### config.mk
export PLATFORM = sky130hd
export DESIGN_NAME = gain_schedule_interpolator_core
export DESIGN_NICKNAME = d
export VERILOG_FILES = /design/src/rtl/gsi_pkg.sv /design/src/rtl/gsi_table.sv /design/src/rtl/gsi_divider.sv /design/src/rtl/gsi_lerp.sv /design/src/rtl/gain_schedule_interpolator_core.sv
export SDC_FILE = /design/constraint.sdc
export NUM_CORES = 2
export LEC_CHECK = 0
export BUFFER_PORTS_ARGS = -buffer_cell sky130_fd_sc_hd__buf_2
export CELL_PAD_IN_SITES_DETAIL_PLACEMENT = 1
export CELL_PAD_IN_SITES_GLOBAL_PLACEMENT = 1
export CORE_MARGIN = 4
export CORE_UTILIZATION = 45
export CTS_CLUSTER_SIZE = 25
export DETAILED_ROUTE_END_ITERATION = 12
export PLACE_DENSITY = 0.74
export SKIP_CTS_REPAIR_TIMING = 1
export SYNTH_ARGS = -nofsm -noshare
export SYNTH_HDL_FRONTEND = slang
export SYNTH_HIERARCHICAL = 1
export SYNTH_SLANG_ARGS = --single-unit
### constraint.sdc
create_clock -name clk -period 12.45 [get_ports clk]
set_input_delay 0 -clock clk [delete_from_list [all_inputs] [get_ports clk]]
set_output_delay 0 -clock clk [all_outputs]
set_load 0.03 [all_outputs]
### src/rtl/gsi_pkg.sv
// gsi_pkg: shared types and codes of the gain schedule interpolator
// transaction structs, table entry layout, status and mode codes
// no dependencies
package gsi_pkg;

    typedef logic signed [15:0] q412_t;

    typedef struct packed {
        logic               mode;
        logic [3:0]         entry_index;
        logic signed [15:0] breakpoint_value;
        q412_t              kp_value;
        q412_t              ki_value;
        q412_t              kd_value;
        logic signed [15:0] operating_value;
    } cmd_t;

    typedef struct packed {
        logic [1:0] status;
        q412_t      kp_out;
        q412_t      ki_out;
        q412_t      kd_out;
    } rsp_t;

    typedef struct packed {
        logic signed [15:0] bp;
        q412_t              kp;
        q412_t              ki;
        q412_t              kd;
    } entry_t;

    localparam logic [1:0] STATUS_OK     = 2'd0;
    localparam logic [1:0] STATUS_EMPTY  = 2'd1;
    localparam logic [1:0] STATUS_REJECT = 2'd2;

    localparam logic MODE_LOOKUP = 1'b0;
    localparam logic MODE_WRITE  = 1'b1;

    localparam logic [1:0] GAIN_P = 2'd0;
    localparam logic [1:0] GAIN_I = 2'd1;
    localparam logic [1:0] GAIN_D = 2'd2;

    function automatic q412_t entry_gain(entry_t e, logic [1:0] sel);
        q412_t g;
        case (sel)
            GAIN_P:  g = e.kp;
            GAIN_I:  g = e.ki;
            GAIN_D:  g = e.kd;
            default: g = e.kp;
        endcase
        return g;
    endfunction

endpackage

### src/rtl/gsi_table.sv
// gsi_table: breakpoint table memory, one write port, one read port
// synchronous read, rd_data registered in the cycle after rd_en; uses gsi_pkg
module gsi_table
    import gsi_pkg::*;
#(
    parameter int DEPTH  = 16,
    parameter int ADDR_W = 4
)
(
    input  logic              clk,
    input  logic              wr_en,
    input  logic [ADDR_W-1:0] wr_addr,
    input  entry_t            wr_data,
    input  logic              rd_en,
    input  logic [ADDR_W-1:0] rd_addr,
    output entry_t            rd_data
);

    entry_t mem [DEPTH];
    entry_t rd_data_reg;

    always_ff @(posedge clk)
    begin
        if (wr_en)
        begin
            mem[wr_addr] <= wr_data;
        end
    end

    always_ff @(posedge clk)
    begin
        if (rd_en)
        begin
            rd_data_reg <= mem[rd_addr];
        end
    end

    assign rd_data = rd_data_reg;

endmodule

### src/rtl/gsi_divider.sv
// gsi_divider: restoring divider, one quotient bit per cycle
// forms (num << FACTOR_BITS) / den for num <= den; uses gsi_pkg
module gsi_divider
    import gsi_pkg::*;
#(
    parameter int FACTOR_BITS = 16
)
(
    input  logic                 clk,
    input  logic                 rst_n,
    input  logic                 start,
    input  logic [15:0]          num,
    input  logic [15:0]          den,
    output logic                 done,
    output logic [FACTOR_BITS:0] quo
);

    localparam int CNT_W = $clog2(FACTOR_BITS + 1);

    logic [16:0]            rem_reg, rem_next;
    logic [15:0]            den_reg, den_next;
    logic [FACTOR_BITS:0]   quo_reg, quo_next;
    logic [CNT_W-1:0]       cnt_reg, cnt_next;
    logic                   active_reg, active_next;
    logic                   done_reg, done_next;
    logic [16:0]            rem_dbl;
    logic                   fits;

    assign rem_dbl = {rem_reg[15:0], 1'b0};
    assign fits    = rem_dbl >= {1'b0, den_reg};

    always_comb
    begin
        rem_next    = rem_reg;
        den_next    = den_reg;
        quo_next    = quo_reg;
        cnt_next    = cnt_reg;
        active_next = active_reg;
        done_next   = 1'b0;
        if (start)
        begin
            // num equals den only at the top of a segment
            rem_next    = (num == den) ? 17'd0 : {1'b0, num};
            den_next    = den;
            quo_next    = (FACTOR_BITS + 1)'(num == den);
            cnt_next    = CNT_W'(FACTOR_BITS);
            active_next = 1'b1;
        end
        else if (active_reg)
        begin
            rem_next = fits ? (rem_dbl - {1'b0, den_reg}) : rem_dbl;
            quo_next = {quo_reg[FACTOR_BITS-1:0], fits};
            cnt_next = cnt_reg - 1'b1;
            if (cnt_reg == CNT_W'(1))
            begin
                active_next = 1'b0;
                done_next   = 1'b1;
            end
        end
    end

    always_ff @(posedge clk or negedge rst_n)
    begin
        if (!rst_n)
        begin
            active_reg <= 1'b0;
            done_reg   <= 1'b0;
            cnt_reg    <= '0;
        end
        else
        begin
            active_reg <= active_next;
            done_reg   <= done_next;
            cnt_reg    <= cnt_next;
        end
    end

    always_ff @(posedge clk)
    begin
        rem_reg <= rem_next;
        den_reg <= den_next;
        quo_reg <= quo_next;
    end

    assign done = done_reg;
    assign quo  = quo_reg;

endmodule

### src/rtl/gsi_lerp.sv
// gsi_lerp: interpolates the three gains one after another on one multiplier
// lo + floor(factor * (hi - lo) / 2^FACTOR_BITS), saturated; uses gsi_pkg
module gsi_lerp
    import gsi_pkg::*;
#(
    parameter int FACTOR_BITS = 16
)
(
    input  logic                 clk,
    input  logic                 rst_n,
    input  logic                 start,
    input  logic [FACTOR_BITS:0] factor,
    input  entry_t               lo,
    input  entry_t               hi,
    output logic                 done,
    output q412_t                kp,
    output q412_t                ki,
    output q412_t                kd
);

    localparam int PROD_W = FACTOR_BITS + 19;

    logic [2:0]                step_reg, step_next;
    logic                      active_reg, active_next;
    logic                      done_reg, done_next;
    logic signed [PROD_W-1:0]  prod_reg;
    q412_t                     res_reg [3];
    logic [1:0]                sel;
    q412_t                     lo_gain;
    q412_t                     hi_gain;
    logic signed [16:0]        diff;
    logic signed [FACTOR_BITS+1:0] fac_s;
    logic signed [PROD_W-1:0]  prod_next;
    logic signed [PROD_W-1:0]  prod_shr;
    logic signed [19:0]        sum;
    q412_t                     sat;

    assign sel       = step_reg[2:1];
    assign lo_gain   = entry_gain(lo, sel);
    assign hi_gain   = entry_gain(hi, sel);
    assign diff      = {hi_gain[15], hi_gain} - {lo_gain[15], lo_gain};
    assign fac_s     = $signed({1'b0, factor});
    assign prod_next = fac_s * diff;
    assign prod_shr  = prod_reg >>> FACTOR_BITS;
    assign sum       = 20'(lo_gain) + 20'(prod_shr);

    always_comb
    begin
        if (sum > 20'sd32767)
        begin
            sat = 16'sh7fff;
        end
        else if (sum < -20'sd32768)
        begin
            sat = 16'sh8000;
        end
        else
        begin
            sat = sum[15:0];
        end
    end

    always_comb
    begin
        step_next   = step_reg;
        active_next = active_reg;
        done_next   = 1'b0;
        if (start)
        begin
            step_next   = 3'd0;
            active_next = 1'b1;
        end
        else if (active_reg)
        begin
            step_next = step_reg + 3'd1;
            if (step_reg == 3'd5)
            begin
                active_next = 1'b0;
                done_next   = 1'b1;
            end
        end
    end

    always_ff @(posedge clk or negedge rst_n)
    begin
        if (!rst_n)
        begin
            step_reg   <= 3'd0;
            active_reg <= 1'b0;
            done_reg   <= 1'b0;
        end
        else
        begin
            step_reg   <= step_next;
            active_reg <= active_next;
            done_reg   <= done_next;
        end
    end

    // even steps multiply, odd steps add and saturate
    always_ff @(posedge clk)
    begin
        if (active_reg && !step_reg[0])
        begin
            prod_reg <= prod_next;
        end
        if (active_reg && step_reg[0])
        begin
            res_reg[sel] <= sat;
        end
    end

    assign done = done_reg;
    assign kp   = res_reg[GAIN_P];
    assign ki   = res_reg[GAIN_I];
    assign kd   = res_reg[GAIN_D];

endmodule

### src/rtl/gain_schedule_interpolator_core.sv
// gain_schedule_interpolator_core: top level of the gain schedule interpolator
// controller and table state; uses gsi_pkg, gsi_table, gsi_divider, gsi_lerp
//
// usage: a transaction is taken on cmd at a clock edge with start high and
// busy low. mode write stores one breakpoint entry, mode lookup returns the
// P, I and D gains interpolated at operating_value. every transaction gives
// one result on rsp, marked by done for exactly one cycle; the receiver
// cannot stall, so the result must be taken in that cycle.
// a rejected write or an index 0 write is answered straight from idle; a
// checked write makes one table read of the previous entry first. a lookup
// on an empty table is answered from idle; otherwise entries are read one per
// cycle, up to POINTS, then, inside a segment, the serial divider forms the
// factor, then the shared multiplier makes its three multiply and add passes.
// busy is high after acceptance until the result shows, but not for a result
// given from idle; the next transaction can be taken in the cycle it shows.
// reset clears the entry count, so the table reads as empty; the table
// memory itself is not cleared and needs no clearing pass.
module gain_schedule_interpolator_core
    import gsi_pkg::*;
#(
    parameter int POINTS      = 16,
    parameter int FACTOR_BITS = 16
)
(
    input  logic clk,
    input  logic rst_n,
    input  logic start,
    input  cmd_t cmd,
    output logic busy,
    output logic done,
    output rsp_t rsp
);

    localparam int IDX_W = $clog2(POINTS);
    localparam int CNT_W = $clog2(POINTS + 1);
    localparam int CMP_W = (CNT_W > 5) ? CNT_W : 5;

    localparam logic [2:0] S_IDLE = 3'd0;
    localparam logic [2:0] S_WCHK = 3'd1;
    localparam logic [2:0] S_SCAN = 3'd2;
    localparam logic [2:0] S_DIV  = 3'd3;
    localparam logic [2:0] S_LERP = 3'd4;

    logic [2:0]           state_reg, state_next;
    logic [CNT_W-1:0]     count_reg, count_next;
    logic [IDX_W-1:0]     scan_reg, scan_next;
    cmd_t                 cmd_reg, cmd_next;
    entry_t               prev_reg, prev_next;
    entry_t               lo_reg, lo_next;
    entry_t               hi_reg, hi_next;
    logic [FACTOR_BITS:0] factor_reg, factor_next;
    logic                 done_reg, done_next;
    rsp_t                 rsp_reg, rsp_next;

    cmd_t                 cur_cmd;
    logic [CMP_W-1:0]     idx_ext;
    logic [CMP_W-1:0]     idx_prev;
    logic [CMP_W-1:0]     idx_inc;
    entry_t               new_entry;
    logic                 wr_en;
    logic [IDX_W-1:0]     wr_addr;
    logic                 rd_en;
    logic [IDX_W-1:0]     rd_addr;
    entry_t               rd_data;
    logic                 scan_last;
    logic signed [16:0]   num_full;
    logic signed [16:0]   den_full;
    logic                 div_start;
    logic                 div_done;
    logic [FACTOR_BITS:0] div_quo;
    logic                 lerp_start;
    logic                 lerp_done;
    q412_t                lerp_kp, lerp_ki, lerp_kd;

    assign cur_cmd   = (state_reg == S_IDLE) ? cmd : cmd_reg;
    assign idx_ext   = CMP_W'(cur_cmd.entry_index);
    assign idx_prev  = idx_ext - CMP_W'(1);
    assign idx_inc   = idx_ext + CMP_W'(1);
    assign wr_addr   = idx_ext[IDX_W-1:0];
    assign scan_last = CNT_W'(scan_reg) == (count_reg - CNT_W'(1));
    assign num_full  = {cmd_reg.operating_value[15], cmd_reg.operating_value}
                     - {prev_reg.bp[15], prev_reg.bp};
    assign den_full  = {rd_data.bp[15], rd_data.bp} - {prev_reg.bp[15], prev_reg.bp};

    always_comb
    begin
        new_entry.bp = cur_cmd.breakpoint_value;
        new_entry.kp = cur_cmd.kp_value;
        new_entry.ki = cur_cmd.ki_value;
        new_entry.kd = cur_cmd.kd_value;
    end

    always_comb
    begin
        state_next  = state_reg;
        count_next  = count_reg;
        scan_next   = scan_reg;
        cmd_next    = cmd_reg;
        prev_next   = prev_reg;
        lo_next     = lo_reg;
        hi_next     = hi_reg;
        factor_next = factor_reg;
        done_next   = 1'b0;
        rsp_next    = rsp_reg;
        wr_en       = 1'b0;
        rd_en       = 1'b0;
        rd_addr     = '0;
        div_start   = 1'b0;
        lerp_start  = 1'b0;
        case (state_reg)
            S_IDLE:
            begin
                if (start)
                begin
                    cmd_next = cmd;
                    if (cmd.mode == MODE_WRITE)
                    begin
                        if (idx_ext >= CMP_W'(POINTS) || idx_ext > CMP_W'(count_reg))
                        begin
                            done_next       = 1'b1;
                            rsp_next        = '0;
                            rsp_next.status = STATUS_REJECT;
                        end
                        else if (idx_ext == '0)
                        begin
                            wr_en           = 1'b1;
                            count_next      = CNT_W'(1);
                            done_next       = 1'b1;
                            rsp_next        = '0;
                            rsp_next.status = STATUS_OK;
                        end
                        else
                        begin
                            rd_en      = 1'b1;
                            rd_addr    = idx_prev[IDX_W-1:0];
                            state_next = S_WCHK;
                        end
                    end
                    else if (count_reg == '0)
                    begin
                        done_next       = 1'b1;
                        rsp_next        = '0;
                        rsp_next.status = STATUS_EMPTY;
                    end
                    else
                    begin
                        rd_en      = 1'b1;
                        rd_addr    = '0;
                        scan_next  = '0;
                        state_next = S_SCAN;
                    end
                end
            end
            S_WCHK:
            begin
                done_next = 1'b1;
                rsp_next  = '0;
                if (cmd_reg.breakpoint_value > rd_data.bp)
                begin
                    wr_en           = 1'b1;
                    count_next      = CNT_W'(idx_inc);
                    rsp_next.status = STATUS_OK;
                end
                else
                begin
                    rsp_next.status = STATUS_REJECT;
                end
                state_next = S_IDLE;
            end
            S_SCAN:
            begin
                if (scan_reg == '0 && (count_reg == CNT_W'(1)
                    || cmd_reg.operating_value <= rd_data.bp))
                begin
                    // below the first breakpoint or a single entry
                    lo_next     = rd_data;
                    hi_next     = rd_data;
                    factor_next = '0;
                    lerp_start  = 1'b1;
                    state_next  = S_LERP;
                end
                else if (scan_reg != '0 && cmd_reg.operating_value <= rd_data.bp)
                begin
                    lo_next    = prev_reg;
                    hi_next    = rd_data;
                    div_start  = 1'b1;
                    state_next = S_DIV;
                end
                else if (scan_last)
                begin
                    // above the last breakpoint
                    lo_next     = rd_data;
                    hi_next     = rd_data;
                    factor_next = '0;
                    lerp_start  = 1'b1;
                    state_next  = S_LERP;
                end
                else
                begin
                    prev_next = rd_data;
                    scan_next = scan_reg + IDX_W'(1);
                    rd_en     = 1'b1;
                    rd_addr   = scan_reg + IDX_W'(1);
                end
            end
            S_DIV:
            begin
                if (div_done)
                begin
                    factor_next = div_quo;
                    lerp_start  = 1'b1;
                    state_next  = S_LERP;
                end
            end
            S_LERP:
            begin
                if (lerp_done)
                begin
                    done_next       = 1'b1;
                    rsp_next.status = STATUS_OK;
                    rsp_next.kp_out = lerp_kp;
                    rsp_next.ki_out = lerp_ki;
                    rsp_next.kd_out = lerp_kd;
                    state_next      = S_IDLE;
                end
            end
            default:
            begin
                state_next = S_IDLE;
            end
        endcase
    end

    always_ff @(posedge clk or negedge rst_n)
    begin
        if (!rst_n)
        begin
            state_reg <= S_IDLE;
            count_reg <= '0;
            done_reg  <= 1'b0;
        end
        else
        begin
            state_reg <= state_next;
            count_reg <= count_next;
            done_reg  <= done_next;
        end
    end

    always_ff @(posedge clk)
    begin
        scan_reg   <= scan_next;
        cmd_reg    <= cmd_next;
        prev_reg   <= prev_next;
        lo_reg     <= lo_next;
        hi_reg     <= hi_next;
        factor_reg <= factor_next;
        rsp_reg    <= rsp_next;
    end

    gsi_table #(
        .DEPTH  (POINTS),
        .ADDR_W (IDX_W)
    ) u_table (
        .clk     (clk),
        .wr_en   (wr_en),
        .wr_addr (wr_addr),
        .wr_data (new_entry),
        .rd_en   (rd_en),
        .rd_addr (rd_addr),
        .rd_data (rd_data)
    );

    gsi_divider #(
        .FACTOR_BITS (FACTOR_BITS)
    ) u_divider (
        .clk   (clk),
        .rst_n (rst_n),
        .start (div_start),
        .num   (num_full[15:0]),
        .den   (den_full[15:0]),
        .done  (div_done),
        .quo   (div_quo)
    );

    gsi_lerp #(
        .FACTOR_BITS (FACTOR_BITS)
    ) u_lerp (
        .clk    (clk),
        .rst_n  (rst_n),
        .start  (lerp_start),
        .factor (factor_reg),
        .lo     (lo_reg),
        .hi     (hi_reg),
        .done   (lerp_done),
        .kp     (lerp_kp),
        .ki     (lerp_ki),
        .kd     (lerp_kd)
    );

    assign busy = (state_reg != S_IDLE);
    assign done = done_reg;
    assign rsp  = rsp_reg;

    a_done_follows_transaction: assert property (
        @(posedge clk) disable iff (!rst_n)
        done |-> ($past(start) || $past(busy)))
        else $error("result without a transaction");

    a_count_in_range: assert property (
        @(posedge clk) disable iff (!rst_n)
        count_reg <= CNT_W'(POINTS))
        else $error("entry count beyond table depth");

    a_no_ok_gains_on_error: assert property (
        @(posedge clk) disable iff (!rst_n)
        (done && rsp.status != STATUS_OK)
        |-> (rsp.kp_out == '0 && rsp.ki_out == '0 && rsp.kd_out == '0))
        else $error("nonzero gains on an error result");

    a_status_code: assert property (
        @(posedge clk) disable iff (!rst_n)
        done |-> (rsp.status == STATUS_OK || rsp.status == STATUS_EMPTY
                  || rsp.status == STATUS_REJECT))
        else $error("undefined status code");

    a_segment_needs_two: assert property (
        @(posedge clk) disable iff (!rst_n)
        (state_reg == S_DIV) |-> (count_reg >= CNT_W'(2)))
        else $error("segment division with fewer than two entries");

endmodule
Yosys cells after proc, flatten, opt, wreduce, memory -nomap -nowiden
Memories as Yosys holds them, arrays and structs flattened. A register that Yosys moved wholly into a read port is not among the register bits. Index checks and enable logic that the tools add are counted.

Bits in registers: 420. Bits in writable memories: 1072. Input port bits: 88. Output and inout port bits: 52. Logic and storage cells: 229. Memories: 2.

$add $sub $neg: 11. Multiply operators: 1. $lt $le $gt $ge: 7. Eq/ne operators: 31. Mux-type cells: 110. Bitwise logic cells: 3. Reduce and logical (&&, ||, !) cells: 28.

Memory list: u_table.mem (depth 16, width 64, rd ports 1, clocked after Yosys merged registers in 1, write ports 1, RTL line gsi_table.sv:19) `entry_t mem [DEPTH];`; u_lerp.res_reg (depth 3, width 16, rd ports 3, clocked after Yosys merged registers in 0, write ports 1, RTL line gsi_lerp.sv:27) `q412_t res_reg [3];`.

Operator list (count): $mux 50 (6); $mux 48 (5); $pmux 50 s3 (1); $mux 16 (6); $mux 84 (1); $mux 17 (4); $pmux 16 s2 (2); $mux 4 (13); $sub 16x16->16 (3); $mux 1 (43); $mux 3 (12); $mul 18x17->35 (1); $mux 5 (7); $pmux 17 s2 (1); $add 16x19->20 (1); $gt 20x16->1 const B (1); $lt 20x16->1 const B (1); $ne 2x2->1 const B (9); $ge 17x16->1 (1); $sub 16x16->17 (1); $eq 16x16->1 (1); $gt 16x16->1 (1); $le 16x16->1 (1); $pmux 4 s2 (2); other kinds (39) (67).

Depth between registers and ports, before layout
Depth after elaboration: 10. Depth in mapped cells: 41.

Modules after synthesis
The synthesis kept the hierarchy.

Modules (own cells, without submodules): gsi_table (times used 1, cells each 1647, area each 40222.3 sq um, sequential area each 32671.3 sq um); gain_schedule_interpolator_core (times used 1, cells each 1182, area each 15960.3 sq um, sequential area each 10645.2 sq um); gsi_lerp (times used 1, cells each 1556, area each 14156.1 sq um, sequential area each 2137.0 sq um); gsi_divider (times used 1, cells each 314, area each 3253.1 sq um, sequential area each 1486.4 sq um).

Least setup slack after synthesis
OpenSTA, ideal clock, no wires.

Path type: reg-to-reg. Start point: reg count_reg[0]. End point: reg factor_reg[0] (enable). Arrival: 9.225 ns. Data required time: 12.074 ns. Setup slack: 2.848 ns. Stages on the path, launching flop included: 9. Clock period less this slack: 9.602 ns. Cells stage by stage: dfrtp_1 -> inv_1 -> ha_1 -> xnor2_1 -> xnor2_1 -> o32ai_1 -> o2111ai_1 -> a31oi_1 -> a32o_1.

Word-level cells in the longest chain between the ends: 5. Elaborated cells between the ends (all ways): 8. Those cells by class: add/sub (1); eq/ne (4); reduce/logical (3).

Ends and longest elaborated chain: start, declared (RTL line gain_schedule_interpolator_core.sv:45) `logic [CNT_W-1:0] count_reg, count_next;`; start signal, assigned (RTL line gain_schedule_interpolator_core.sv:245) `count_reg <= count_next;`; parallel branches: the longest is 4 deep, another holds $sub 5x1->5; $reduce_and 4->1 (no line) *; end signal, assigned (RTL line gain_schedule_interpolator_core.sv:257) `factor_reg <= factor_next;`; end, declared (RTL line gain_schedule_interpolator_core.sv:51) `logic [FACTOR_BITS:0] factor_reg, factor_next;`.

Every way passes the cells marked *. A chain may end at the register's enable or synchronous reset.

Worst setup path in the final report
Start point: reg u_lerp.step_reg[1]. End point: reg u_lerp.prod_reg[31] (data pin).

Word-level cells in the longest chain between the ends: 4. Elaborated cells between the ends (all ways): 6. Those cells by class: add/sub (1); mul (1); eq/ne (2); mux (2).

Ends and longest elaborated chain: start, declared (RTL line gsi_lerp.sv:23) `logic [2:0] step_reg, step_next;`; start signal, assigned (RTL line gsi_lerp.sv:94) `step_reg <= step_next;`; $eq 2x2->1 or $eq 2x1->1 (tied branches) (RTL line gsi_pkg.sv:45) `case (sel)`; $pmux 16 s2 (RTL line gsi_pkg.sv:45); $sub 16x16->17 * (RTL line gsi_lerp.sv:41) `assign diff = {hi_gain[15], hi_gain} - {lo_gain[15], lo_gain};`; $mul 18x17->35 * (RTL line gsi_lerp.sv:43) `assign prod_next = fac_s * diff;`; via u_lerp.prod_next[31] (RTL line gsi_lerp.sv:33) `logic signed [PROD_W-1:0] prod_next;`; end signal, assigned (RTL line gsi_lerp.sv:105) `prod_reg <= prod_next;`; end, declared (RTL line gsi_lerp.sv:26) `logic signed [PROD_W-1:0] prod_reg;`.

Mark *: on every way through the listed nets, which the timed path passes. The rest lies on a longest branch.

==> flow_metrics.py <==
metrics = {
    "floorplanning": {
        "die_area_um2": 167600,
        "start_util_pct": 45.19,
        "core_region_area_um2": 160400,
        "dieHeight_um": 409.3,
        "io_pins": 140,
        "rows": 147,
        "die_x_um": 409.3,
    },
    "drt": {
        "drt.antenna.violating_nets": 0,
        "drc": 0,
        "dr.pass1.iters": 7,
        "wire_per_inst_um": 26.99,
        "drt_iter0_markers": 4105,
        "viasPerCell": 5.767,
        "wl_um": 196300,
        "vias": 41958,
    },
    "placement": {
        "dp_hpwl_um": 118500,
        "port_buffers": 139,
        "place_area_um2": 75770,
        "place_congestion": 0.8941,
    },
    "clock_tree": {
        "cts_buffers": 159,
        "clock-sinks": 1540,
        "cts-root-buf": "clkbuf_16",
        "htreeDepth": 4,
        "insertion_delay_ns": 0.81,
        "clk_transition_reported_paths_ns": 0.06,
        "cts_tree": "yes",
        "clockBufferDepth": 3,
    },
    "worst_setup_path": {
        "crit_required_ns": 12.96,
        "path_buf_inv": 6,
        "critical_path_class": "register to register",
        "arrival_ns": 11.15,
        "slowest_delay_ns": 0.67,
        "start_kind": "register",
        "crit_top_cell": "fa_1",
        "crit_family": "adder cells",
        "crit_fanout": 33,
        "crit_slowest_cell": "nand3_1",
        "end_kind": "register",
    },
    "synthesis": {
        "syn_area_um2": 72480,
        "syn_nets": 5202,
        "syn_inst": 4632,
        "ys_warn_count": 6,
        "avgSynthCellArea_um2": 15.65,
    },
    "grt": {
        "antenna_found_initial": 3,
        "grt-ovfl-total": 0,
        "grt_max_degree": 104,
        "track_usage_pct": 22.92,
        "grt_pass1_wl_um": 287900,
        "grt_pass1_vias": 43992,
    },
    "cells_and_area": {
        "drive_above_1_share_pct": 16.16,
        "antenna_cells": 0,
        "design_area_um2": 82600,
        "largest_reg_flops": 1024,
        "area_growth_pct": 13.97,
        "fin_nets": 5553,
        "fillCellCount": 15359,
    },
    "sta": {
        "rsz0062_at_grt": "no",
        "skew_ns": 0.05651,
        "tightest_slew_ns": 1.220,
        "period_minus_slack_ns": 10.63,
        "slew_headroom_pct": 18.68,
        "setup_violations": 0,
        "hold_viol": 0,
        "max_freq_ghz": 0.09403,
        "drv_slew": 0,
        "min_period_over_period_pct": 85.42,
        "tns_ns": 0,
    },
    "run": {
        "drv_cap": 0,
    },
    "run_status": {
        "status": "finished clean",
    },
    "worst_hold_path": {
        "hold_class": "primary input to register",
    },
}
==> final timing paths <==
path | start | cells after the start | slack, ns | end
max | u_lerp/step_reg[1] | 36 | 1.82 | u_lerp/prod_reg[31]
min | cmd[60] | 2 | 0.04 | cmd_reg[60]
max reg2reg | u_lerp/step_reg[1] | 36 | 1.82 | u_lerp/prod_reg[31]
min reg2reg | u_table/rd_data[43] | 0 | 0.47 | prev_reg[43]
max in group asynchronous | rst_n | 4 | 11.93 | state_reg[2]
min in group asynchronous | rst_n | 4 | 0.34 | u_divider/cnt_reg[0]
==> area by class of cell <==
class	count	area, µm²	share of cell area, %
Sequential cell	1540	45980	55.66
Multi-Input combinational cell	2488	24250	29.35
Clock buffer	190	4115	4.982
Timing Repair Buffer	380	2955	3.578
Tap cell	2160	2703	3.272
Inverter	414	1558	1.886
Clock inverter	104	1045	1.265
==> through the flow <==
stage | utilization (%) | hold slack, ns | instances | worst slack (ns)
after detailed placement | 47.24 | 0.03345 | 6816 | 1.959
after global routing | 51.50 | 0.003395 | 7276 | 1.206
after CTS | 50.46 | -0.8248 | 7110 | 1.919
after floorplan | - | -0.2956 | 4632 | 3.244
final | 51.50 | 0.03516 | 7276 | 1.815
after global placement | 47.24 | 0.01241 | 6816 | 2.293
==> placed cells by master (no fill, tap or decap), drive strengths merged, types with 9 or more instances in the layout <==
master	count
edfxtp	1503
nand2	505
inv	416
mux4	256
ha	254
fa	228
buf	215
clkbuf	190
nor2	168
a22oi	165
dlygate4sd3	165
a21oi	114
and2	88
clkinv	88
and3	80
o21ai	74
xnor2	65
mux2	50
xor2	48
nor3	46
mux2i	31
a21o	29
a211oi	28
nor2b	25
nand3	22
dfrtp	21
o21a	20
nand2b	20
dfxtp	16
o211ai	14
or3	12
a31oi	11
bufinv	9
and4	9
==> routing by layer <==
layer,wire length (µm),GRT usage (%)
met2,97760,38.26
met4,4414,5.196
met3,13330,3.719
met1,80810,31.87
met5,31,0
Power is not shown: default switching activity piles up to over one toggle a cycle in this logic, so the estimate is an artifact.
